File: config.mk
export PLATFORM = sky130hd
export DESIGN_NAME = ffba_cell
export DESIGN_NICKNAME = d
export VERILOG_FILES = /design/src/hw/rtl/ffba_pkg.sv /design/src/hw/rtl/ffba_cell.sv
export SDC_FILE = /design/constraint.sdc
export NUM_CORES = 1
export LEC_CHECK = 0
export ABC_AREA = 1
export BUFFER_PORTS_ARGS = -buffer_cell sky130_fd_sc_hd__buf_2
export CORE_ASPECT_RATIO = 1.5
export CORE_UTILIZATION = 25
export DETAILED_ROUTE_END_ITERATION = 12
export PLACE_DENSITY = 0.46
export SETUP_SLACK_MARGIN = 0.3
export SYNTH_ARGS = -nofsm -noshare
export SYNTH_HDL_FRONTEND = slang
export SYNTH_SLANG_ARGS = --single-unit
File: constraint.sdc
create_clock -name clk_i -period 2 [get_ports clk_i]
set_clock_uncertainty 0.15 [all_clocks]
set_input_delay 0.1 -clock clk_i [delete_from_list [all_inputs] [get_ports clk_i]]
set_output_delay 0.1 -clock clk_i [all_outputs]
set_load 0.02 [all_outputs]
File: src/hw/rtl/ffba_pkg.sv
// shared constants, codes and the request token for the first-fit block allocator
package ffba_pkg;

  localparam int unsigned POOL_BYTES   = 4096;
  localparam int unsigned HEADER_BYTES = 16;
  localparam int unsigned MAX_BLOCKS   = 64;

  localparam int unsigned ADDR_W = 12;
  localparam int unsigned SIZE_W = 13;
  localparam int unsigned SUM_W  = SIZE_W + 1;
  localparam int unsigned CNT_W  = $clog2(MAX_BLOCKS + 1);

  localparam logic CMD_ALLOC = 1'b0;
  localparam logic CMD_FREE  = 1'b1;

  localparam logic [1:0] ST_OK      = 2'd0;
  localparam logic [1:0] ST_NOMEM   = 2'd1;
  localparam logic [1:0] ST_UNKNOWN = 2'd2;
  localparam logic [1:0] ST_FULL    = 2'd3;

  // request token walking the cell row
  typedef struct packed {
    logic              valid;
    logic              cmd;
    logic [SIZE_W-1:0] req;
    logic [ADDR_W-1:0] addr;
    logic [CNT_W-1:0]  rem;
    logic              append_ok;
    logic [ADDR_W-1:0] app_start;
    logic [ADDR_W-1:0] app_payload;
    logic              done;
    logic              appended;
    logic [1:0]        status;
    logic [ADDR_W-1:0] paddr;
  } tok_t;

endpackage

File: src/hw/rtl/ffba_cell.sv
// one table entry of the allocator and its token stage
module ffba_cell (
  input  logic           clk_i,
  input  logic           rst_ni,
  input  ffba_pkg::tok_t tok_i,
  output ffba_pkg::tok_t tok_o
);

  logic [ffba_pkg::ADDR_W-1:0] start_q, start_d;
  logic [ffba_pkg::SIZE_W-1:0] len_q, len_d;
  logic                        used_q, used_d;
  ffba_pkg::tok_t              tok_q, tok_d;

  logic                        live;
  logic [ffba_pkg::SIZE_W-1:0] hdr_addr;

  assign live     = (tok_i.rem != '0);
  assign hdr_addr = {1'b0, start_q} + ffba_pkg::SIZE_W'(ffba_pkg::HEADER_BYTES);

  always_comb begin
    start_d = start_q;
    len_d   = len_q;
    used_d  = used_q;
    tok_d   = tok_i;
    if (tok_i.valid && !tok_i.done) begin
      if (live) begin
        tok_d.rem = tok_i.rem - 1'b1;
        if (tok_i.cmd == ffba_pkg::CMD_FREE) begin
          if (hdr_addr == {1'b0, tok_i.addr}) begin
            used_d       = 1'b0;
            tok_d.done   = 1'b1;
            tok_d.status = ffba_pkg::ST_OK;
            tok_d.paddr  = '0;
          end
        end else if (!used_q && (tok_i.req <= len_q)) begin
          used_d       = 1'b1;
          tok_d.done   = 1'b1;
          tok_d.status = ffba_pkg::ST_OK;
          tok_d.paddr  = hdr_addr[ffba_pkg::ADDR_W-1:0];
        end
      end else if (tok_i.cmd == ffba_pkg::CMD_ALLOC) begin
        // first unused slot: append here or give up
        tok_d.done = 1'b1;
        if (tok_i.append_ok) begin
          start_d        = tok_i.app_start;
          len_d          = tok_i.req;
          used_d         = 1'b1;
          tok_d.appended = 1'b1;
          tok_d.status   = ffba_pkg::ST_OK;
          tok_d.paddr    = tok_i.app_payload;
        end else begin
          tok_d.status = ffba_pkg::ST_NOMEM;
          tok_d.paddr  = '0;
        end
      end
    end
  end

  always_ff @(posedge clk_i or negedge rst_ni) begin
    if (!rst_ni) begin
      tok_q <= '0;
    end else begin
      tok_q <= tok_d;
    end
  end

  always_ff @(posedge clk_i) begin
    start_q <= start_d;
    len_q   <= len_d;
    used_q  <= used_d;
  end

  assign tok_o = tok_q;

endmodule

==> metrics.md <==
| Metric | Value |
|---|---|
| Failing checks | `design-rule violations, negative setup slack` |
| Core area | `0.0174 mm2` |
| Reg2reg start | `start_q[4]$_DFFE_PP_` |
| Cell area after synthesis | `0.00449 mm2` |
| Yosys cell types | `27` |
| Cell Area, Placed | `0.00576 mm2` |
| Final Cycle Share | `1.05` |
| Number of diodes | `0` |
| Initial cell density of the core | `0.258` |
| Sequential area share after synthesis | `0.592` |
| DR vias | `3981` |
| Status | `finished, violations left` |
| RSZ-0062 raised after global routing | `true` |
| CTS tree | `built` |
| # setup viols final | `14` |
| Total grt overflow | `0` |
| Worst Reg-to-Reg Cells | `12` |
| DRC Markers | `17` |
| Crit path time final | `2.10 ns` |
| DR pass1 iterations | `8` |
| Least-Margin Pin Slew | `a little over 0.6 ns` |
| Dpl ws | `-0.119 ns` |
| Top post-synthesis cells by area | `dfrtp_1, edfxtp_1, nand2_1` |
| HP Class | `in -> reg` |
| DRT iter0 DRCs | `100` |
| H-tree levels | `3` |
| Final HPWL DP | `9.21 mm` |
| Share of the core filled with cells | `0.392` |
| Clock Latency Late Sink | `0.35 ns` |
| Clock Sink Count | `101` |
| Met3 wire length | `~530 um` |
| Standard-cell rows | `59` |
| Wl on met1 | `4.82 mm` |
| Post-synth top area cell | `dfrtp_1` |
| DRT Wirelength | `about 12 mm` |
| Fraction of layout cells with a size suffix above 1 | `0.306` |
| Critical setup path kind | `reg -> reg` |
| CP Capture Type | `register` |
| # IOs | `152` |
| Mean Syn Cell Area | `roughly 9.3 um2` |
| Arrival time at the worst endpoint | `~2.0 ns` |
| Fin nets | `826` |
| Routability cong. | `0.846` |
| Port Buf Inserts | `151` |
| Required time worst endpoint | `1.92 ns` |
| CTS root buffer | `clkbuf_16` |
| Top Layer Used | `met4` |
| LEAKAGE | `between 3 and 4 nW` |
| Routed WL per cell | `12.7 um` |
| VDD IR max | `336 uV` |
| Die W | `about 110 um` |
| Yosys warnings | `0` |
| CP Max Fanout | `3` |
| #FFs+latches synth | `101` |
| Hold Path Depth | `5` |
| Antenna violations before repair | `0` |
| Max Cap Viol | `0` |
| Pwr Density | `between 600 and 700 mW/mm2` |
| Max clock buf depth | `2` |
| Area grow syn2layout | `52.3%` |
| Vias in the first global route | `4195` |
| Crit start category | `register` |
| Clk pin slew, worst setup/hold paths | `0.07 ns` |
| Syn_nets | `about 580` |
| Vias per cell | `4.18` |
| Fmax | `between 400 and 500 MHz` |
| R2R Setup Slk | `-0.1 ns` |
| First-pass GRT wire length | `20.1 mm` |
| Synth top area share | `0.418` |
| Slew margin rel. | `0.593` |
| Hold path start | `tok_i[11]` |
| Number of nets with antenna violations after routing | `0` |
| Syn Inst Count | `484` |
| Fin area | `0.00684 mm2` |
| Hold path endpoint | `tok_o[11]$_DFF_PN0_` |
| Worst R2R End | `used_q$_SDFFCE_PP1P_` |
| Final Hold Viols | `0` |
| Met2 routed WL | `6.47 mm` |
| DIE HEIGHT | `166 um` |
| DIE AREA | `0.0185 mm2` |
| CTS Buf Count | `9` |
| Setup ws final | `-0.0993 ns` |
| Total GRT Usage | `0.138` |
| Largest net degree at the start of global routing | `41` |
| Final Slew Violations | `0` |
-- cell usage in the layout, fill, tap and decap left out, types with 3 or more instances in the layout --
cell	count
nor2_2	6
nand3b_1	5
dlygate4sd3_1	75
xor2_1	3
ha_1	13
inv_1	86
inv_8	3
nand4_1	8
nand2_2	14
edfxtp_1	26
buf_12	4
nor2_4	3
a21oi_1	23
clkbuf_16	9
dfrtp_1	75
nand3_1	36
o22ai_1	12
nor2_1	14
nand2_1	129
buf_2	150
buf_4	20
o21ai_0	5
-- metrics by stage --
step	hold slack, ns	cells	TNS [ns]	total power [mW]
floorplan	-0.346	484	0	2.58
global placement	-0.0692	860	-1.00	2.87
detailed placement	-0.0550	860	-1.45	2.88
CTS	0.00488	952	-1.47	4.82
global route	0.0438	952	-3.58	4.97
finish	0.0169	952	-0.529	4.73
-- registers in the layout, indices dropped and copies added (netlist names) --
signal / cells
len_q: 13
tok_o: 75
start_q: 12
used_q: 1
-- report_power, final --
| part | total, mW | internal, mW | switching, mW |
|---|---|---|---|
| Combinational | 0.720 | 0.314 | 0.406 |
| Clock | 1.79 | 0.987 | 0.801 |
| Sequential | 2.22 | 2.20 | 0.0222 |
| Total | 4.73 | 3.50 | 1.23 |
-- worst max-delay path by stage --
stage	from	endpoint	slack (ns)	cells after the start
after floorplan	start_q[4]$_DFFE_PP_	used_q$_SDFFCE_PP1P_	0.04	12
after global placement	start_q[5]$_DFFE_PP_	tok_o[8]$_DFF_PN0_	-0.09	14
after detailed placement	start_q[4]$_DFFE_PP_	tok_o[10]$_DFF_PN0_	-0.12	15
after CTS	start_q[4]$_DFFE_PP_	used_q$_SDFFCE_PP1P_	-0.13	12
after global routing	start_q[4]$_DFFE_PP_	used_q$_SDFFCE_PP1P_	-0.28	12
final	start_q[4]$_DFFE_PP_	used_q$_SDFFCE_PP1P_	-0.1	12
-- worst max-delay path, stage by stage, from the launching register on --
cell and delay (ns):
edfxtp_1 0.45, ha_4 0.30, inv_2 0.03, nand2_1 0.04, nand2_1 0.05, nor2_1 0.09, nand2_1 0.05, nor2_1 0.08
nand2_1 0.06, nor2_1 0.11, nand3_2 0.10, nand2_2 0.11, and3_4 0.18
-- cell usage after synthesis (all sizes together) --
library cell and number:
nand2 145, inv 90, dfrtp 75, nand3 37
edfxtp 26, a21oi 23, nor2 23, ha 15
o22ai 12, nand4 8, clkbuf 6, o21ai 6
nand3b 5, buf 4, xor2 3, a31oi 1
and3 1, dlygate4sd1 1, nor3 1, or2 1
xnor2 1
-- layer usage --
| metal | vias up | track usage |
|---|---|---|
| li1 | 2024 | - |
| met2 | 97 | 0.252 |
| met4 | 0 | 0.0593 |
| met1 | 1845 | 0.152 |
| met5 | - | 0 |
| met3 | 15 | 0.0310 |
-- final cells by class --
type	count	area, um2
clock buffer	9	225
clock inverter	7	81.3
fill	1723	10600
inverter	90	358
multi-input combinational	282	1500
sequential	101	2660
tap	213	267
timing repair buffer	250	1740
-- cells by family (layout without fill, tap and decap cells) --
logic type / after synthesis / in the layout / synth area share
compound gates: 42 / 42 / 0.0505
simple gates: 221 / 221 / 0.218
flops: 101 / 101 / 0.592
fa+ha+maj: 15 / 15 / 0.0418
buf+inv: 101 / 356 / 0.0895
xor+xnor: 4 / 4 / 0.00781
-- repair_timing --
action,4_1_cts,5_1_grt
endpoints found under the setup margin,16,17
endpoints found under the hold margin,173,0
buffers inserted,1,0
hold buffers,75,0
gates resized for setup,2,2
(Power assumes the default switching activity.)
